### config.mk
export PLATFORM = sky130hd
export DESIGN_NAME = wrsad_rank
export DESIGN_NICKNAME = d
export VERILOG_FILES = /design/src/rtl/wrsad_pkg.sv /design/src/rtl/wrsad_rank.sv
export SDC_FILE = /design/constraint.sdc
export NUM_CORES = 1
export LEC_CHECK = 0
export BUFFER_PORTS_ARGS = -buffer_cell sky130_fd_sc_hd__buf_4
export CAP_MARGIN = 20
export CORE_MARGIN = 2
export CORE_UTILIZATION = 48
export CTS_CLUSTER_SIZE = 16
export DETAILED_ROUTE_END_ITERATION = 8
export GPL_ROUTABILITY_DRIVEN = 0
export HOLD_SLACK_MARGIN = 0.1
export PLACE_DENSITY_LB_ADDON = 0.1
export SYNTH_ARGS = -nofsm -noshare
export SYNTH_HDL_FRONTEND = slang
export SYNTH_SLANG_ARGS = --single-unit
### constraint.sdc
create_clock -name aclk -period 2.4 [get_ports aclk]
set_clock_uncertainty 0.05 [all_clocks]
set_input_delay 0.48 -clock aclk [delete_from_list [all_inputs] [get_ports aclk]]
set_output_delay 0.48 -clock aclk [all_outputs]
set_load 0.01 [all_outputs]
### src/rtl/wrsad_pkg.sv
// Shared types and constants for the white-run segment anomaly detector.
package wrsad_pkg;

    localparam int SLOTS      = 64;
    localparam int SLOT_W     = 6;
    localparam int CNT_W      = 13;
    localparam int COL_W      = 12;
    localparam int SEEN_W     = 7;
    localparam int RATIO_W    = 8;
    localparam int PEAK_W     = 12;
    localparam int CFG_IDX_W  = 2;
    localparam int CFG_DATA_W = 12;
    localparam int PROD_W     = RATIO_W + CNT_W;

    localparam logic [CNT_W-1:0]  CNT_MAX  = '1;
    localparam logic [SEEN_W-1:0] SEEN_MAX = '1;

    localparam logic [1:0] CLS_OTHER = 2'd0;
    localparam logic [1:0] CLS_BLACK = 2'd1;
    localparam logic [1:0] CLS_WHITE = 2'd2;

    localparam logic [CFG_IDX_W-1:0] REG_WINDOW_SIZE = 2'd0;
    localparam logic [CFG_IDX_W-1:0] REG_RATIO_LIMIT = 2'd1;
    localparam logic [CFG_IDX_W-1:0] REG_MIN_PEAK    = 2'd2;

    localparam logic [SLOT_W-1:0]  RST_WINDOW_SIZE = 6'd13;
    localparam logic [RATIO_W-1:0] RST_RATIO_LIMIT = 8'd10;
    localparam logic [PEAK_W-1:0]  RST_MIN_PEAK    = 12'd150;

    typedef struct packed {
        logic [CNT_W-1:0] cnt;
        logic [COL_W-1:0] seg_start;
        logic [COL_W-1:0] seg_end;
    } slot_t;

    typedef struct packed {
        logic load;
        logic row_clr;
        logic trans;
        logic inc;
        logic set_start;
        logic set_end;
        logic snap;
        logic scan_shift;
    } cell_ctl_t;

endpackage

### src/rtl/wrsad_rank.sv
// Running first-maximum and three smallest distinct counts over the scanned slots.
module wrsad_rank
    import wrsad_pkg::*;
(
    input  logic             aclk,
    input  logic             clear,
    input  logic             step,
    input  slot_t            c,
    output logic [CNT_W-1:0] mx,
    output logic [COL_W-1:0] mx_start,
    output logic [COL_W-1:0] mx_end,
    output logic [CNT_W-1:0] m1,
    output logic [CNT_W-1:0] m2,
    output logic [CNT_W-1:0] m3,
    output logic             h2,
    output logic             h3
);

    logic [CNT_W-1:0] mx_reg, mx_next, m1_reg, m1_next, m2_reg, m2_next, m3_reg, m3_next;
    logic [COL_W-1:0] s_reg, s_next, e_reg, e_next;
    logic             h1_reg, h1_next, h2_reg, h2_next, h3_reg, h3_next;

    always_comb begin
        mx_next = mx_reg;
        s_next  = s_reg;
        e_next  = e_reg;
        m1_next = m1_reg;
        m2_next = m2_reg;
        m3_next = m3_reg;
        h1_next = h1_reg;
        h2_next = h2_reg;
        h3_next = h3_reg;
        if (clear) begin
            mx_next = '0;
            s_next  = '0;
            e_next  = '0;
            m1_next = '0;
            m2_next = '0;
            m3_next = '0;
            h1_next = 1'b0;
            h2_next = 1'b0;
            h3_next = 1'b0;
        end else if (step) begin
            if (mx_reg < c.cnt) begin
                mx_next = c.cnt;
                s_next  = c.seg_start;
                e_next  = c.seg_end;
            end
            if (!h1_reg || c.cnt < m1_reg) begin
                m3_next = m2_reg;
                h3_next = h2_reg;
                m2_next = m1_reg;
                h2_next = h1_reg;
                m1_next = c.cnt;
                h1_next = 1'b1;
            end else if (c.cnt > m1_reg && (!h2_reg || c.cnt < m2_reg)) begin
                m3_next = m2_reg;
                h3_next = h2_reg;
                m2_next = c.cnt;
                h2_next = 1'b1;
            end else if (h2_reg && c.cnt > m2_reg && (!h3_reg || c.cnt < m3_reg)) begin
                m3_next = c.cnt;
                h3_next = 1'b1;
            end
        end
    end

    always_ff @(posedge aclk) begin
        mx_reg <= mx_next;
        s_reg  <= s_next;
        e_reg  <= e_next;
        m1_reg <= m1_next;
        m2_reg <= m2_next;
        m3_reg <= m3_next;
        h1_reg <= h1_next;
        h2_reg <= h2_next;
        h3_reg <= h3_next;
    end

    assign mx       = mx_reg;
    assign mx_start = s_reg;
    assign mx_end   = e_reg;
    assign m1       = m1_reg;
    assign m2       = m2_reg;
    assign m3       = m3_reg;
    assign h2       = h2_reg;
    assign h3       = h3_reg;

endmodule

==> results of run 1 <==
worst max-delay path, delay by kind of cell (launching register included):
family / cells / cell delay [ns]
compound gates: 6 / 0.99
fa+ha+maj: 1 / 0.31
buf+inv: 3 / 0.32
flops: 1 / 0.34
simple gates: 1 / 0.27
per-stage QoR:
step | TNS [ns] | setup WS, ns | hold WS, ns | total power, mW | util (%)
after floorplan | 0 | 0.0331 | 0.442 | 2.15 | -
after global placement | -5.20 | -0.205 | 0.404 | 2.64 | 65.6
after detailed placement | -7.88 | -0.291 | 0.410 | 2.69 | 65.6
after CTS | 0 | 0.00544 | 0.298 | 3.64 | 68.4
after global routing | -0.563 | -0.0898 | 0.305 | 3.88 | 70.3
final | 0 | 0.00555 | 0.300 | 3.68 | 70.3
cells in the final DEF (no fill, tap or decap), drive strengths merged, types with 14 or more instances in the layout:
cell type / count
buf: 189
a21oi: 101
dfxtp: 79
nor2: 61
inv: 56
ha: 50
o21ai: 45
nand3: 42
a211oi: 14
nor3: 14
worst paths after layout:
| kind | to | slack [ns] | depth (start not counted) |
|---|---|---|---|
| setup / recovery | m3[11] | 0.006 | 11 |
| hold / removal | h1_reg | 0.30 | 3 |
| setup reg to reg | m3[11] | 0.006 | 11 |
| hold reg to reg | mx_end[2] | 0.42 | 2 |
timing repair:
action | 4_1_cts | 5_1_grt
endpoints found under the setup margin | 23 | 28
cloned | 2 | 1
gates resized for setup | 3 | 37
pin swaps | 2 | 12
buffers inserted | 2 | 3
layout make-up:
cell class / count / area [µm²] / area share, %
Inverter: 53 / 199 / 3.05
Clock inverter: 7 / 55.1 / 0.844
Multi-Input combinational cell: 400 / 2790 / 42.8
Timing Repair Buffer: 190 / 1590 / 24.4
Clock buffer: 9 / 124 / 1.90
Tap cell: 129 / 161 / 2.47
Sequential cell: 79 / 1610 / 24.6
per-layer routing:
layer / wire length, µm / vias to the layer above / share of wire, %
li1: - / 2344 / -
met1: 6110 / 2269 / 44
met2: 6530 / 160 / 47
met3: 889 / 28 / 6.4
met4: 274 / 0 / 2.0
met5: 0 / - / 0
kinds of logic (layout without fill, tap and decap cells):
family / count (synthesis) / in the layout / share of synthesized area, %
fa+ha+maj: 50 / 50 / 13.6
simple gates: 145 / 146 / 14.8
compound gates: 204 / 204 / 29.2
buf+inv: 89 / 259 / 8.10
flops: 79 / 79 / 34.3
power by group through the flow:
stage          combinational (mW)  sequential [mW]  clock, mW
2_1_floorplan               0.563             1.59          0
3_3_place_gp                 1.11             1.53          0
3_5_place_dp                 1.15             1.54          0
4_1_cts                      1.18             1.51      0.956
5_1_grt                      1.35             1.53       1.01
6_report                     1.23             1.51      0.941
cell usage after synthesis, drive strengths merged:
master   count  area (µm²)
buf         10        72.6
a2bb2oi      1        15.0
nor2b        3        18.8
dfxtp       79        1580
o221a        1        11.3
a211o        2        17.5
nand2        9        33.8
o211a        1        10.0
o22ai        1        6.26
nor3        14        70.1
o21ai       45         225
a21oi      101         547
o31ai       13        97.6
and4         6        55.1
nand4        1        6.26
a221oi       2        30.0
a21o         9        67.6
a211oi      14         175
and3         2        12.5
o311ai       1        26.3
o31a         2        17.5
nand3       42         210
nor2        61         229
o2111ai      1        8.76
a21boi       2        15.0
a221o        1        10.0
inv         53         199
o21a         1        15.0
a31oi        4        25.0
o211ai       1        12.5
clkbuf      26         101
ha          50         626
a2111o       1        11.3
and2         1        6.26
nand2b       3        18.8
or2          3        21.3
==> results.ini, run 1 <==
[synthesis]
avgSynthCellArea_um2=8.12
synthesis.instances=567
ys_seq_area_share_pct=34.3
yosys_warnings=0
yosysUniqueCellTypes=46
syn_nets=657
ys_ff_latch=79
syn_area_um2=4610

[grt]
antenna_found_initial=0
grt_max_degree=47
grt_pass1_wl_um=21400
busiest_layer=met2
grt_usage_pct=25.9
grt_pass1_vias=4502
grt_use_met3_pct=5.81
use_met2_pct=41.6
use_met1_pct=34.8
grt-ovfl-total=0

[worst_setup_path]
critPathLaunch=m1[10]
criticalPathCategory=reg2reg
cp-end-kind=flip-flop
cpMaxStageDelayCell=dfxtp_2
cp_max_fo=11
worstReg2RegStart=m1[10]
max_stage_delay_ns=0.34
critPathLaunchType=flip-flop
crit_path_cell_trace=inv_1 > ha_1 > a21o_1 > a21oi_2 > nor2b_1 > o31a_1 > a21oi_4 > buf_12 > buf_12 > o31a_1 > a21boi_2
required_ns=2.60
cp.arrival_ns=2.59

[sta]
rsz0062_at_grt=yes
tightest_slew_ns=0.484
fmax_ghz=0.418
finalCritPeriodShare_pct=99.8
slew_violations=0
setup_violations=0
finalCriticalPeriod_ns=2.39
hold_violations=0
max-slew-margin-rel_pct=67.8

[clocking]
cts_buffers=9
cts_hold_buf=0
worstSkewPairLatency_ns=0.36
htreeDepth=3
clock_tree.buffer_depth=2
clock-root-buffer=clkbuf_8
cts_tree=yes
cts.clk_slew.worst_paths_ns=0.09
cts.sinks=79

[job]
drv_cap=0

[power_and_ir_drop]
internal-power_mw=2.40
p_leak_nw=2.91
seqPwrFrac_pct=41.1
power_frac_clock_pct=25.6
switching_share_pct=34.8
ir_drop_mv=0.347
comb_power_share_pct=33.4
power_density_nw_per_um2=564
power_switching_mw=1.28

[routing]
drt-pass1-iter-count=4
ant_nets=0
vias=4801
drt_iter0_drc=232
finalWirelength_um=13800
via_per_inst=5.54
drc_errors=0
wl_per_cell_um=15.9

[run_status]
status=finished, final reports clean

[floorplanning]
initial_core_util_pct=49.6
fp-row-count=35
die_w_um=102
die_area_um2=10400
coreArea_um2=9280
io_pins=118
die_y_um=102

[layout]
nets=823
finalNonFillerCells=867
syn_to_final_growth_pct=41.6
drive_gt1_share_pct=37.9
diodes=0
stdcell_area_um2=6520
fill_cells=769

[place]
io_buffers=117
placed_cell_area_um2=6090
dp.cells=843
place_hpwl_um=9700

[hold_path]
holdCritPathClass=in2reg
hp-start=step

Power figures use the tool's default switching activity.
==> run 2: changes to the inputs <==
--- a/config.mk
+++ b/config.mk
@@ -5,15 +5,17 @@
 export SDC_FILE = /design/constraint.sdc
 export NUM_CORES = 1
 export LEC_CHECK = 0
+export ABC_AREA = 1
 export BUFFER_PORTS_ARGS = -buffer_cell sky130_fd_sc_hd__buf_4
 export CAP_MARGIN = 20
 export CORE_MARGIN = 2
-export CORE_UTILIZATION = 48
+export CORE_UTILIZATION = 49
 export CTS_CLUSTER_SIZE = 16
 export DETAILED_ROUTE_END_ITERATION = 8
 export GPL_ROUTABILITY_DRIVEN = 0
 export HOLD_SLACK_MARGIN = 0.1
 export PLACE_DENSITY_LB_ADDON = 0.1
+export SETUP_SLACK_MARGIN = 0.05
 export SYNTH_ARGS = -nofsm -noshare
 export SYNTH_HDL_FRONTEND = slang
 export SYNTH_SLANG_ARGS = --single-unit
==> results.ini, run 2 <==
[layout]
drive_gt1_share_pct=21.2  ; -17 points
layout_common_cells=nand2_1 (150), buf_4 (128), inv_1 (85)
nets=874  ; +6.2%
final_common_cell=nand2_1
diodes=0  ; unchanged
syn_to_final_growth_pct=27.3
stdcell_area_um2=5990  ; -8.1%

[sta]
timing.hold.ws_ns=0.345  ; +0.0457 ns
setup_violations=0  ; unchanged
max-slew-margin-rel_pct=80.1  ; +12 points
fmax_ghz=0.461  ; +10%
finalCritPeriodShare_pct=90.4  ; -9.3 points
finalCriticalPeriod_ns=2.17  ; -0.224 ns
hold_violations=0  ; unchanged
tightest_slew_ns=0.297  ; -0.187 ns
rsz0062_at_grt=yes
worst_slack_ns=0.229  ; +0.224 ns
slew_violations=0  ; unchanged

[worst_setup_path]
cp.arrival_ns=2.38  ; -0.21 ns
critPathLaunchType=flip-flop
reg2reg_to=m3[8]
reg2reg_setup_slack_ns=0.23  ; +0.22 ns
crit_cells=16  ; +5
r2r_cells=16  ; +5
crit_end=m3[8]
crit_path_frequent_cell=nand2_1
cpMaxStageDelayCell=dfxtp_1
critPathLaunch=m2[4]
critical_path_buf_inv_count=2  ; -1
critical_path.top_delay_family=simple AND/OR/NAND/NOR gates
criticalPathCategory=reg2reg
cp_max_fo=24  ; +13
required_ns=2.61  ; about the same
max_stage_delay_ns=0.39  ; +0.05 ns
worstReg2RegStart=m2[4]
cp-end-kind=flip-flop
crit_path_cell_trace=inv_1 > ha_1 > nand2_1 > nor2_1 > nand2_1 > nand3_1 > nand2_1 > nand2_1 > nand2_2 > nand2_4 > nand2_4 > nand2_2 > buf_12 > nand3_1 > nand2_1 > nor2_1

[synthesis]
yosys_warnings=0  ; unchanged
synth_area_leaders=dfxtp_1 (34%), ha_1 (13%), nand2_1 (12%)
syn_area_um2=4710  ; +2.3%
synth.top_cell.area_share_pct=33.6  ; -0.76 points
synth_top_cells_by_count=nand2_1 (151), inv_1 (85), dfxtp_1 (79), a21oi_1 (73), nor2_1 (72)
yosysUniqueCellTypes=31  ; -33%
yosys.area.top_type=dfxtp_1
synth.most_common_cell=nand2_1
ys_ff_latch=79  ; unchanged
synth_ff_type=dfxtp_1
ys_seq_area_share_pct=33.6  ; -0.76 points
synth-edff-count=0  ; unchanged
synthesis.instances=677  ; +19%
avgSynthCellArea_um2=6.96  ; -14%
async_flop_share_pct=0  ; unchanged
syn_nets=767  ; +17%

[floorplanning]
initial_core_util_pct=50.7  ; +1.1 points
coreArea_um2=9280  ; unchanged
die_area_um2=10400  ; +0.16%
fp-row-count=35  ; unchanged
die_y_um=102  ; about the same
die_w_um=102  ; about the same
io_pins=118  ; unchanged

[place]
place_hpwl_um=9420  ; -2.9%
placed_cell_area_um2=5740  ; -5.7%
pre_cts_ws_ns=-0.0725  ; +0.218 ns
io_buffers=117  ; unchanged

[hold_path]
holdCritPathClass=in2reg

[routing]
via_per_inst=5.12  ; -7.5%
drc_errors=0  ; unchanged
finalWirelength_um=12400  ; -10%
ant_nets=0  ; unchanged
wl_per_cell_um=13.5  ; -15%
drt-pass1-iter-count=5  ; +1
vias=4703  ; -2.0%
drt_iter0_drc=180  ; -22%

[clocking]
clock_tree.buffer_depth=2  ; unchanged
cts.sinks=79  ; unchanged
cts_setup_buffers=0  ; -2
worstSkewPairLatency_ns=0.36  ; about the same
cts_tree=yes
cts_buffers=9  ; unchanged
cts.clk_slew.worst_paths_ns=0.09  ; about the same
clock-root-buffer=clkbuf_8
htreeDepth=3  ; unchanged

[run_status]
status=finished, final reports clean

[grt]
antenna_found_initial=0  ; unchanged
grt_usage_pct=24.0  ; -1.9 points
grt_pass1_vias=4300  ; -4.5%
grt-ovfl-total=0  ; unchanged
grt_pass1_wl_um=20000  ; -6.7%
grt_max_degree=51  ; +8.5%

[power_and_ir_drop]
finalPower_mw=3.71  ; +0.86%
power_density_nw_per_um2=619  ; +9.7%
p_leak_nw=2.97  ; +1.8%
ir_drop_mv=0.317  ; -8.6%

[job]
drv_cap=0  ; unchanged

-- run 2: logic make-up after synthesis --
family | synth area share (%)
AND/OR/NAND/NOR | 24.2
flip-flops | 33.6
AO/OA/AOI/OAI | 18.4
adder cells (fa/ha/maj) | 13.3
buffers and inverters | 10.6
-- run 2: per-layer routing --
layer / wire length (µm) / vias to the layer above / GRT usage [%]
li1: - / 2445 / -
met2: 5920 / 109 / 40.5
met4: 110 / 0 / 6.56
met3: 692 / 11 / 5.13
met1: 5680 / 2138 / 31.2
met5: 0 / - / 0
-- run 2: layout make-up --
| class | instances | area (µm²) |
|---|---|---|
| clock buffers | 9 | 124 |
| clock inverters | 7 | 103 |
| fillers | 863 | 3290 |
| inverters | 87 | 327 |
| multi-input cells | 475 | 2650 |
| flip-flops and latches | 79 | 1590 |
| well taps | 129 | 161 |
| repair buffers | 132 | 1040 |
-- run 2: repair_timing --
item,in CTS,in global routing
hold buffers,0,0
setup endpoints to repair,0,21
resized for setup,0,8
-- run 2: how the worst min path moves through the flow --
stage          depth (start not counted)          from      endpoint  slack [ns]
2_1_floorplan                          2  mx_start[10]  mx_start[10]        0.44
3_3_place_gp                           2     mx_end[5]     mx_end[5]        0.40
3_5_place_dp                           2   mx_start[7]   mx_start[7]        0.41
4_1_cts                                3         c[24]         mx[0]        0.33
5_1_grt                                3         c[24]         mx[0]        0.36
6_report                               3         c[24]         mx[0]        0.35
-- run 2: power breakdown --
group	leakage (nW)	switching [mW]	internal, mW
registers	0.655	0.0929	1.43
logic	2.19	0.591	0.453
clock network	0.116	0.544	0.601
total	2.97	1.23	2.48
-- run 2: worst min-delay path, delay by kind of cell --
kind | cells | cell delay [ns]
buffers and inverters | 1 | 0.11
AND/OR/NAND/NOR | 2 | 0.12
-- run 2: stage by stage --
| stage | TNS, ns | utilization (%) | std cells |
|---|---|---|---|
| floorplan | 0 | - | 677 |
| global placement | 0 | 61.9 | 902 |
| detailed placement | -0.654 | 61.9 | 902 |
| CTS | 0 | 64.3 | 918 |
| global route | 0 | 64.6 | 918 |
| finish | 0 | 64.6 | 918 |
