$ cat config.mk
export PLATFORM = sky130hd
export DESIGN_NAME = wrsad_cell
export DESIGN_NICKNAME = d
export VERILOG_FILES = /design/src/rtl/wrsad_pkg.sv /design/src/rtl/wrsad_cell.sv
export SDC_FILE = /design/constraint.sdc
export NUM_CORES = 1
export LEC_CHECK = 0
export BUFFER_PORTS_ARGS = -buffer_cell sky130_fd_sc_hd__clkbuf_2
export CAP_MARGIN = 20
export CORE_MARGIN = 2
export CORE_UTILIZATION = 30
export DETAILED_ROUTE_END_ITERATION = 10
export PLACE_DENSITY_LB_ADDON = 0.15
export SKIP_LAST_GASP = 1
export SYNTH_ARGS = -nofsm -noshare
export SYNTH_HDL_FRONTEND = slang
export SYNTH_SLANG_ARGS = --single-unit
$ cat constraint.sdc
create_clock -name aclk -period 2.8 [get_ports aclk]
set_input_delay 0.28 -clock aclk [delete_from_list [all_inputs] [get_ports aclk]]
set_output_delay 0.28 -clock aclk [all_outputs]
set_load 0.05 [all_outputs]
$ cat src/rtl/wrsad_pkg.sv
// Shared types and constants for the white-run segment anomaly detector.
package wrsad_pkg;

    localparam int SLOTS      = 64;
    localparam int SLOT_W     = 6;
    localparam int CNT_W      = 13;
    localparam int COL_W      = 12;
    localparam int SEEN_W     = 7;
    localparam int RATIO_W    = 8;
    localparam int PEAK_W     = 12;
    localparam int CFG_IDX_W  = 2;
    localparam int CFG_DATA_W = 12;
    localparam int PROD_W     = RATIO_W + CNT_W;

    localparam logic [CNT_W-1:0]  CNT_MAX  = '1;
    localparam logic [SEEN_W-1:0] SEEN_MAX = '1;

    localparam logic [1:0] CLS_OTHER = 2'd0;
    localparam logic [1:0] CLS_BLACK = 2'd1;
    localparam logic [1:0] CLS_WHITE = 2'd2;

    localparam logic [CFG_IDX_W-1:0] REG_WINDOW_SIZE = 2'd0;
    localparam logic [CFG_IDX_W-1:0] REG_RATIO_LIMIT = 2'd1;
    localparam logic [CFG_IDX_W-1:0] REG_MIN_PEAK    = 2'd2;

    localparam logic [SLOT_W-1:0]  RST_WINDOW_SIZE = 6'd13;
    localparam logic [RATIO_W-1:0] RST_RATIO_LIMIT = 8'd10;
    localparam logic [PEAK_W-1:0]  RST_MIN_PEAK    = 12'd150;

    typedef struct packed {
        logic [CNT_W-1:0] cnt;
        logic [COL_W-1:0] seg_start;
        logic [COL_W-1:0] seg_end;
    } slot_t;

    typedef struct packed {
        logic load;
        logic row_clr;
        logic trans;
        logic inc;
        logic set_start;
        logic set_end;
        logic snap;
        logic scan_shift;
    } cell_ctl_t;

endpackage

$ cat src/rtl/wrsad_cell.sv
// One window slot: live segment record plus a scan copy, both shifting to the lower neighbor.
module wrsad_cell
    import wrsad_pkg::*;
(
    input  logic             aclk,
    input  logic             aresetn,
    input  cell_ctl_t        ctl,
    input  logic             at_new,
    input  logic             below_new,
    input  logic [COL_W-1:0] col,
    input  slot_t            up_mod,
    input  slot_t            up_scan,
    output slot_t            mod,
    output slot_t            scan
);

    slot_t slot_reg, slot_next;
    slot_t scan_reg, scan_next;
    slot_t base;

    always_comb begin
        base = ctl.row_clr ? '0 : slot_reg;
        mod  = base;
        if (at_new) begin
            if (ctl.inc && base.cnt != CNT_MAX) begin
                mod.cnt = base.cnt + CNT_W'(1);
            end
            if (ctl.set_start) begin
                mod.seg_start = col;
            end
            if (ctl.set_end) begin
                mod.seg_end = col;
            end
        end
        slot_next = slot_reg;
        if (ctl.load) begin
            if (ctl.trans && below_new) begin
                slot_next = up_mod;
            end else if (ctl.trans && at_new) begin
                slot_next = '0;
            end else begin
                slot_next = mod;
            end
        end
        scan_next = scan_reg;
        if (ctl.snap) begin
            scan_next = up_mod;
        end else if (ctl.scan_shift) begin
            scan_next = up_scan;
        end
    end

    always_ff @(posedge aclk) begin
        if (!aresetn) begin
            slot_reg <= '0;
        end else begin
            slot_reg <= slot_next;
        end
    end

    always_ff @(posedge aclk) begin
        scan_reg <= scan_next;
    end

    assign scan = scan_reg;

endmodule

==> impl_metrics.tcl, run 1 <==
set metrics [dict create \
    critPathMaxStageDelay_ps 350 \
    hold_path_class "primary input to register" \
    ys_seq_elements 74 \
    setup-violations-final 0 \
    cts_max_path_buffers 2 \
    place_area_um2 5150 \
    clock-sinks 74 \
    synth.avg_cell_area_um2 9.36 \
    crit_slowest_cell "dfxtp_1" \
    core_area_um2 13300 \
    hpwlAfterDp_um 9510 \
    final_cell_area_um2 5480 \
    dr_total_vias 3929 \
    place.gp.congestion 0.936 \
    critPathMaxFanout 4 \
    maxCapViolCount 0 \
    ios 172 \
    pre_cts_ws_ps 229 \
    tightest_slew_ps 682 \
    io_buffers 171 \
    dieArea_um2 14700 \
    grt_use_total_pct 17.8 \
    rsz0062_at_grt "yes" \
    syn_inst 440 \
    ys_types 49 \
    nNetsFinal 697 \
    grt_pass1_wl_um 20000 \
    area_growth_syn_to_layout_pct 33.0 \
    gr-total-overflow 0 \
    clk-insertion-delay-late_ps 330 \
    ir_worst_vdd_mv 0.294 \
    antenna_cells 0 \
    syn-cell-area_um2 4120 \
    slew_viol_final 0 \
    cp.required_ps 2520 \
    avgRoutedWirePerCell_um 16.8 \
    drive_gt1_share_pct 40.8 \
    status "finished clean" \
    fillers 1394 \
    drtPass1Iterations 4 \
    antenna_found_initial 0 \
    holdWs_ps 205 \
    cts-htree-levels 3 \
    drtIter0Drc 256 \
    clock-root-buffer "clkbuf_16" \
    max_freq_mhz 376 \
    cp-end-kind "primary output" \
    cp_cell_sequence "nor2b_1, ha_1, nand2_1, nor3_4, buf_4, a211oi_4, xnor2_1, nor2_1, clkbuf_2" \
    vias_per_cell 5.04 \
    crit_arrival_ps 2380 \
    path_class "register to primary output" \
    start_util_pct 30.9 \
    antenna_left 0 \
    clk_pin_slew_worst_paths_ps 60 \
    synthArstFlopShare_pct 0 \
    critPathLaunchType "register" \
    cts_tree "done" \
    yosysSeqAreaShare_pct 44.9 \
    worst_slack_ps 139 \
    post-route-period-util_pct 95.0 \
    p_leak_nw 2.40 \
    rows 42 \
    finClkSkew_ps 4.77 \
    cts_made_buffers 9 \
    synth_edf_count 37 \
    drt_wl_total_um 13100 \
    relSlewSlack_pct 54.5 \
    ys_warn_count 0 \
    drc_errors 0 \
    chipWidth_um 121 \
    synth_flop_cell "edfxtp_1" \
    hold_viol_final 0 \
    die_y_um 121 \
    grt_max_degree 38 \
    post-route-min-period_ps 2660 \
    syn_nets 539 \
    cts_setup_buffers 0 \
    grt_pass1_vias 3685 \
    p_per_area_nw_per_um2 596 \
]
[cell families (layout without fill, tap and decap cells)]
| family | after synthesis | count (layout) | share of synthesized area (%) |
|---|---|---|---|
| muxes | 42 | 42 | 11.4 |
| xor gates and xnor gates | 8 | 8 | 1.70 |
| DFF | 74 | 74 | 44.9 |
| adders and majority gates | 1 | 1 | 0.304 |
| AOI/OAI and AO/OA | 89 | 89 | 15.8 |
| buffers and inverters | 36 | 199 | 3.46 |
| and+or+nand+nor | 190 | 190 | 22.4 |
[worst max-delay path: cells and delay by family (launching register included)]
| family | cells | cell delay [ps] |
|---|---|---|
| XOR/XNOR | 1 | 140 |
| buffers and inverters | 2 | 490 |
| flip-flops | 1 | 350 |
| adder cells (fa/ha/maj) | 1 | 270 |
| AO/OA/AOI/OAI | 1 | 70 |
| AND/OR/NAND/NOR | 4 | 730 |
[cell type report]
cell class                 count  area, um2  area share [%]
multi-input combinational    330       2150            39.2
sequential                    74       1850            33.8
timing repair buffer         181        946            17.3
clock buffer                  11        253            4.61
tap                          176        220            4.02
clock inverter                 5       52.6           0.959
inverter                       2       7.51           0.137
[routing by layer]
| layer | vias to the layer above | share of wire (%) | global-route usage (%) |
|---|---|---|---|
| li1 | 1947 | - | - |
| met4 | 0 | 1.4 | 6.61 |
| met1 | 1821 | 45 | 23.9 |
| met5 | - | 0 | 0 |
| met2 | 150 | 47 | 27.9 |
| met3 | 11 | 6.7 | 4.04 |
[timing repair]
item                                    in CTS  in global routing
hold buffers                                 0                  0
gates resized for setup                      0                  5
endpoints found under the setup margin       0                  3
[synth_stat cells, types with 2 or more instances]
| cell | number | area share, % |
|---|---|---|
| a211oi_1 | 24 | 4.4 |
| a21oi_1 | 8 | 0.97 |
| a22oi_1 | 27 | 4.9 |
| a31oi_1 | 7 | 1.1 |
| a41oi_1 | 2 | 0.43 |
| and2_1 | 4 | 0.61 |
| and3_1 | 2 | 0.30 |
| and4_1 | 2 | 0.43 |
| buf_2 | 6 | 0.73 |
| clkbuf_1 | 28 | 2.6 |
| dfxtp_1 | 37 | 18 |
| edfxtp_1 | 37 | 27 |
| inv_1 | 2 | 0.18 |
| mux2_2 | 38 | 10 |
| mux2i_1 | 4 | 0.97 |
| nand2_1 | 74 | 6.7 |
| nand2b_1 | 3 | 0.46 |
| nand3_1 | 30 | 3.6 |
| nand3_2 | 2 | 0.49 |
| nand3b_1 | 4 | 0.73 |
| nand4_1 | 7 | 1.1 |
| nor2_1 | 35 | 3.2 |
| nor2b_1 | 8 | 1.2 |
| nor3_1 | 2 | 0.24 |
| nor3b_1 | 2 | 0.36 |
| nor4_1 | 6 | 0.91 |
| o211a_1 | 2 | 0.49 |
| o21ai_0 | 8 | 0.97 |
| o21ai_1 | 2 | 0.24 |
| or2_2 | 2 | 0.30 |
| xnor2_1 | 7 | 1.5 |
[cells in the final DEF (no fill, tap or decap), types with 3 or more instances in the layout]
master,instances
a21oi_1,8
and2_1,4
xnor2_1,6
a211oi_1,24
buf_4,9
a22oi_1,27
nand2b_1,3
nand2_1,74
nor2b_1,8
mux2_2,38
o21ai_0,8
nand3_1,30
clkbuf_2,170
a31oi_1,7
mux2i_1,4
clkbuf_16,9
dfxtp_1,37
nand4_1,7
nor2_1,35
edfxtp_1,37
nor4_1,5
nand3b_1,4
[where the power goes]
part           internal, mW  switching, mW
sequential             1.24         0.0454
clock                 0.733          0.457
combinational         0.222          0.570
[final timing paths]
kind	slack (ps)	endpoint	start	cells past startpoint
min reg2reg	480	slot_reg[22]	slot_reg[22]	2
min	210	slot_reg[34]	up_mod[34]	3
max	140	mod[31]	slot_reg[25]	9
max reg2reg	770	slot_reg[29]	slot_reg[25]	8
[through the flow]
stage / power (mW) / instances / TNS (ps) / utilization, %
4_1_cts: 3.31 / 779 / 0 / 40.9
2_1_floorplan: 1.86 / 440 / 0 / -
3_5_place_dp: 2.10 / 763 / 0 / 38.6
3_3_place_gp: 2.10 / 763 / 0 / 38.6
6_report: 3.27 / 779 / 0 / 41.1
5_1_grt: 3.41 / 779 / -29.8 / 41.1
(Power assumes the default switching activity.)
==> inputs of run 2 (changes only) <==
--- a/config.mk
+++ b/config.mk
@@ -9,5 +9,5 @@
 export CAP_MARGIN = 20
 export CORE_MARGIN = 2
-export CORE_UTILIZATION = 30
+export CORE_UTILIZATION = 49
 export DETAILED_ROUTE_END_ITERATION = 10
 export PLACE_DENSITY_LB_ADDON = 0.15
@@ -16,2 +16,3 @@
 export SYNTH_HDL_FRONTEND = slang
 export SYNTH_SLANG_ARGS = --single-unit
+export TNS_END_PERCENT = 100
==> constraint.sdc (replaced) <==
create_clock -name aclk -period 2.8 [get_ports aclk]
set_input_delay 0.14 -clock aclk [delete_from_list [all_inputs] [get_ports aclk]]
set_output_delay 0.14 -clock aclk [all_outputs]
set_load 0.05 [all_outputs]
==> impl_metrics.tcl, run 2 (synthesis results as in run 1) <==
set metrics [dict create \
    ios 172 \
    dr_total_vias 4057 \
    max_freq_mhz 390 \
    clock-sinks 74 \
    setup_tns_ps 0 \
    cts_made_buffers 9 \
    crit_slowest_cell "dfxtp_1" \
    crit_family "simple AND/OR/NAND/NOR gates" \
    drt_wl_total_um 12000 \
    avgRoutedWirePerCell_um 16.9 \
    layout_commonest_cell "clkbuf_2" \
    antenna_found_initial 0 \
    cp_cell_sequence "nor2b_2, ha_1, nand2_1, nor3_4, buf_4, a211oi_4, xnor2_1, nor2_1, clkbuf_2" \
    start_util_pct 50.4 \
    grt_pass1_wl_um 18800 \
    grt_max_degree 38 \
    critPathLaunchType "register" \
    combPwrFrac_pct 26.6 \
    clk_pin_slew_worst_paths_ps 90 \
    clock-root-buffer "clkbuf_8" \
    path_buf_inv 2 \
    clkPwrFrac_pct 29.8 \
    status "finished clean" \
    finClkSkew_ps 15.1 \
    power.switching_mw 1.03 \
    p_int_mw 1.92 \
    setup-violations-final 0 \
    cp-end-kind "primary output" \
    drtIter0Drc 215 \
    place.gp.congestion 0.867 \
    worst_slack_ps 236 \
    dieArea_um2 9160 \
    maxCapViolCount 0 \
    chipWidth_um 95.7 \
    rows 33 \
    grt_use_total_pct 26.5 \
    die_y_um 95.7 \
    cp.required_ps 2660 \
    pre_cts_ws_ps 368 \
    antenna_cells 0 \
    antenna_left 0 \
    cts_tree "done" \
    p_seq_share_pct 43.6 \
    tightest_slew_ps 924 \
    critPathMaxFanout 5 \
    swShare_pct 34.9 \
    path_class "register to primary output" \
    cts-htree-levels 3 \
    hold_viol_final 0 \
    ff_latch_area_um2 1850 \
    critPathMaxStageDelay_ps 370 \
    crit_arrival_ps 2420 \
    post-route-min-period_ps 2560 \
    final_cell_mix "clkbuf_2 (171), nand2_1 (74), mux2_2 (38), edfxtp_1 (37), dfxtp_1 (37)" \
    ir_worst_vdd_mv 0.330 \
    drtPass1Iterations 5 \
    gr-total-overflow 0 \
    hold_path_class "primary input to register" \
    rsz0062_at_grt "no" \
    cts_max_path_buffers 2 \
    relSlewSlack_pct 38.4 \
    fillers 731 \
    area_growth_syn_to_layout_pct 27.7 \
    multiInputGateArea_um2 2140 \
    core_area_um2 8180 \
    drc_errors 0 \
    clk-insertion-delay-late_ps 350 \
    slew_viol_final 0 \
    grt_pass1_vias 3935 \
    post-route-period-util_pct 91.6 \
    p_leak_nw 2.35 \
    hpwlAfterDp_um 8700 \
    nNetsFinal 697 \
    p_per_area_nw_per_um2 559 \
    drive_gt1_share_pct 40.6 \
    vias_per_cell 5.73 \
    io_buffers 171 \
]
-- run 2: area by class of cell --
cell class | count | share of cell area, %
Clock buffer | 11 | 2.88
Clock inverter | 5 | 0.975
Tap cell | 105 | 2.50
Sequential cell | 74 | 35.2
Inverter | 2 | 0.143
Timing Repair Buffer | 181 | 17.7
Multi-Input combinational cell | 330 | 40.6
-- run 2: per-layer routing --
layer	vias up	track usage [%]	wire length [um]
met5	-	0	0
met4	0	9.05	192
met3	14	5.64	799
met2	172	45.3	6060
met1	1919	33.4	4910
li1	1952	-	-
-- run 2: worst paths after layout --
check	from	end	cells after the start	slack (ps)
worst max-delay path	slot_reg[24]	mod[31]	9	240
worst max register to register	slot_reg[24]	slot_reg[29]	8	800
worst min-delay path	up_mod[34]	slot_reg[34]	3	40
worst min register to register	slot_reg[21]	slot_reg[21]	2	490
-- run 2: what timing repair did --
item / 4_1_cts / 5_1_grt
hold buffers: 0 / 0
pin swaps: 1 / 1
gates resized for setup: 0 / 2
setup endpoints to repair: 3 / 5
buffers inserted: 0 / 1
-- run 2: tightest hold or removal path, cell delays in order --
cell,delay [ps]
clkbuf_2,90
nand2_1,50
a31oi_1,70
-- run 2: metrics by stage --
stage	hold WS [ps]	instance area (um2)	cells	utilization, %	total power [mW]
6_report	44.3	5260	708	64.4	2.94
5_1_grt	42.8	5260	708	64.4	3.05
4_1_cts	38.2	5250	707	64.2	2.96
3_5_place_dp	405	5040	691	61.7	2.09
3_3_place_gp	417	5040	691	61.7	2.08
2_1_floorplan	293	4120	440	-	1.86
-- run 2: power by group through the flow --
stage	registers [mW]	clock network [mW]	logic, mW
after floorplan	1.52	0	0.346
after global placement	1.31	0	0.775
after detailed placement	1.31	0	0.784
after CTS	1.28	0.889	0.786
after global routing	1.30	0.922	0.833
final	1.28	0.875	0.782
==> inputs of run 3 (changes only) <==
- ABC_AREA: not set -> 1
- CORE_UTILIZATION: 49 -> 48
==> impl_metrics.tcl, run 3 <==
set metrics [dict create \
    status "finished clean" \
    power_mw 2.81 \
    cts_setup_buffers 0 \
    antenna_left 0 \
    dieArea_um2 9260 \
    hpwlAfterDp_um 8540 \
    gr-total-overflow 0 \
    final_cell_mix "nand2_1 (179), clkbuf_2 (171), o21ai_0 (85), inv_1 (63), nand3_1 (47)" \
    start_util_pct 49.7 \
    rr_worst_depth 14 \
    netlist_top_cells_count "nand2_1 (179), o21ai_0 (85), inv_1 (63)" \
    cts_tree "done" \
    syn_inst 564 \
    setup_tns_ps 0 \
    post_cts_resized 0 \
    relSlewSlack_pct 37.9 \
    synth_flop_cell "edfxtp_1" \
    hold_viol_final 0 \
    cts_hold_buf 0 \
    dr_total_vias 4243 \
    chipWidth_um 96.2 \
    synthArstFlopShare_pct 0 \
    hold_start "up_mod[22]" \
    antenna_cells 0 \
    yosysSeqAreaShare_pct 45.3 \
    r2r_setup_slack_ps 920 \
    tightest_slew_ps 932 \
    avgRoutedWirePerCell_um 14.1 \
    clock-sinks 74 \
    clk-insertion-delay-late_ps 350 \
    drive_gt1_share_pct 29.5 \
    critPathLaunch "slot_reg[25]" \
    drc_errors 0 \
    critPathLaunchType "register" \
    synth_edf_count 37 \
    grt_pass1_vias 3952 \
    layout_commonest_cell "nand2_1" \
    p_per_area_nw_per_um2 548 \
    ys_seq_elements 74 \
    crit_arrival_ps 2320 \
    antenna_found_initial 0 \
    r2r-end "slot_reg[25]" \
    path_buf_inv 4 \
    ios 172 \
    slew_viol_final 0 \
    cts_made_buffers 9 \
    finClkSkew_ps 11.1 \
    grt_use_total_pct 25.5 \
    ir_worst_vdd_mv 0.307 \
    crit_slowest_cell "dfxtp_1" \
    cts-htree-levels 3 \
    cp.required_ps 2660 \
    synth_top_area_share_pct 27.2 \
    critPathMaxFanout 17 \
    rr_startpoint "slot_reg[25]" \
    final_cell_area_um2 5120 \
    fin_util_pct 62.3 \
    maxCapViolCount 0 \
    vias_per_cell 5.15 \
    setup-violations-final 0 \
    synth.avg_cell_area_um2 7.24 \
    ys_types 30 \
    rows 33 \
    rsz0062_at_grt "no" \
    clock-root-buffer "clkbuf_8" \
    nNetsFinal 813 \
    drtIter0Drc 227 \
    area_growth_syn_to_layout_pct 25.4 \
    cp_cell_sequence "inv_1, nor2_1, ha_1, nand2_1, inv_1, nand3_1, nor2_4, nand2_4, nand2_1, inv_1, nand2_1, and2_1, clkbuf_2" \
    whs_path_depth 3 \
    whs_endpoint "slot_reg[22]" \
    yosysMostFrequentCell "nand2_1" \
    synth_area_leaders "edfxtp_1 (27%), dfxtp_1 (18%), nand2_1 (16%)" \
    syn_nets 663 \
    yosysTopAreaCell "edfxtp_1" \
    p_leak_nw 2.63 \
    hold_path_class "primary input to register" \
    cp-end-kind "primary output" \
    ys_warn_count 0 \
    core_area_um2 8220 \
    critPathMaxStageDelay_ps 360 \
    place_area_um2 4940 \
    drt_wl_total_um 11600 \
    clk_pin_slew_worst_paths_ps 80 \
    die_y_um 96.2 \
    place.gp.congestion 0.837 \
    cts_max_path_buffers 2 \
    drtPass1Iterations 5 \
    grt_max_degree 43 \
    io_buffers 171 \
    post-route-period-util_pct 87.8 \
    max_freq_mhz 407 \
    crit_family "simple AND/OR/NAND/NOR gates" \
    syn-cell-area_um2 4080 \
    grt_pass1_wl_um 18100 \
    path_class "register to primary output" \
    post-route-min-period_ps 2460 \
]
[run 3: cell types whose count changed in the layout (fill, tap and decap cells not counted), moves of 6 or more]
cell | before | now
a22oi_1 | 27 | 0
buf_4 | 10 | 3
mux2_2 | 38 | 0
inv_1 | 2 | 63
nor2_2 | 0 | 6
nand2_1 | 74 | 179
a31oi_1 | 7 | 26
nor2b_1 | 7 | 0
xnor2_1 | 7 | 0
o21ai_0 | 8 | 85
a211oi_1 | 24 | 0
nand3_1 | 30 | 47
nor2_1 | 35 | 8
[run 3: cells by family (layout without fill, tap and decap cells)]
group	Yosys count	after routing	synth area share, %
buffers and inverters	103	258	10.2
AND/OR/NAND/NOR	262	262	28.1
adder cells (fa/ha/maj)	1	1	0.306
AO/OA/AOI/OAI	124	124	16.1
flip-flops	74	74	45.3
[run 3: worst min-delay path, cell delays in order]
cell and delay (ps):
clkbuf_2 90, nand2_1 60, a31oi_1 70
[run 3: layout make-up]
cell class / instances / area (um2)
Clock inverter: 5 / 28.8
Sequential cell: 74 / 1850
Inverter: 68 / 263
Clock buffer: 11 / 151
Timing Repair Buffer: 174 / 878
Tap cell: 105 / 131
Multi-Input combinational cell: 387 / 1820
Fill cell: 776 / 3100
[run 3: where the power goes]
part / switching [mW] / internal, mW / total, mW
registers: 0.0376 / 1.24 / 1.28
logic: 0.578 / 0.179 / 0.757
clock network: 0.405 / 0.366 / 0.771
total: 1.02 / 1.79 / 2.81
[run 3: metrics by stage]
step / cells / hold slack [ps] / setup slack (ps)
floorplan: 564 / 303 / 715
global placement: 808 / 400 / 547
detailed placement: 808 / 409 / 509
CTS: 824 / 39.3 / 364
global route: 824 / 56.1 / 131
finish: 824 / 45.2 / 341
[run 3: layer usage]
| layer | vias to the layer above | GRT usage, % | wire length [um] |
|---|---|---|---|
| li1 | 2161 | - | - |
| met1 | 1938 | 30.4 | 4730 |
| met2 | 132 | 44.6 | 5880 |
| met3 | 12 | 6.58 | 805 |
| met4 | 0 | 8.45 | 171 |
| met5 | - | 0 | 0 |
[run 3: worst max path at each step]
stage                         to  slack [ps]  cells past startpoint
floorplan           slot_reg[36]         710                     14
global placement         mod[24]         550                     15
detailed placement       mod[24]         510                     15
CTS                      mod[24]         360                     13
global route             mod[24]         130                     13
finish                   mod[24]         340                     13
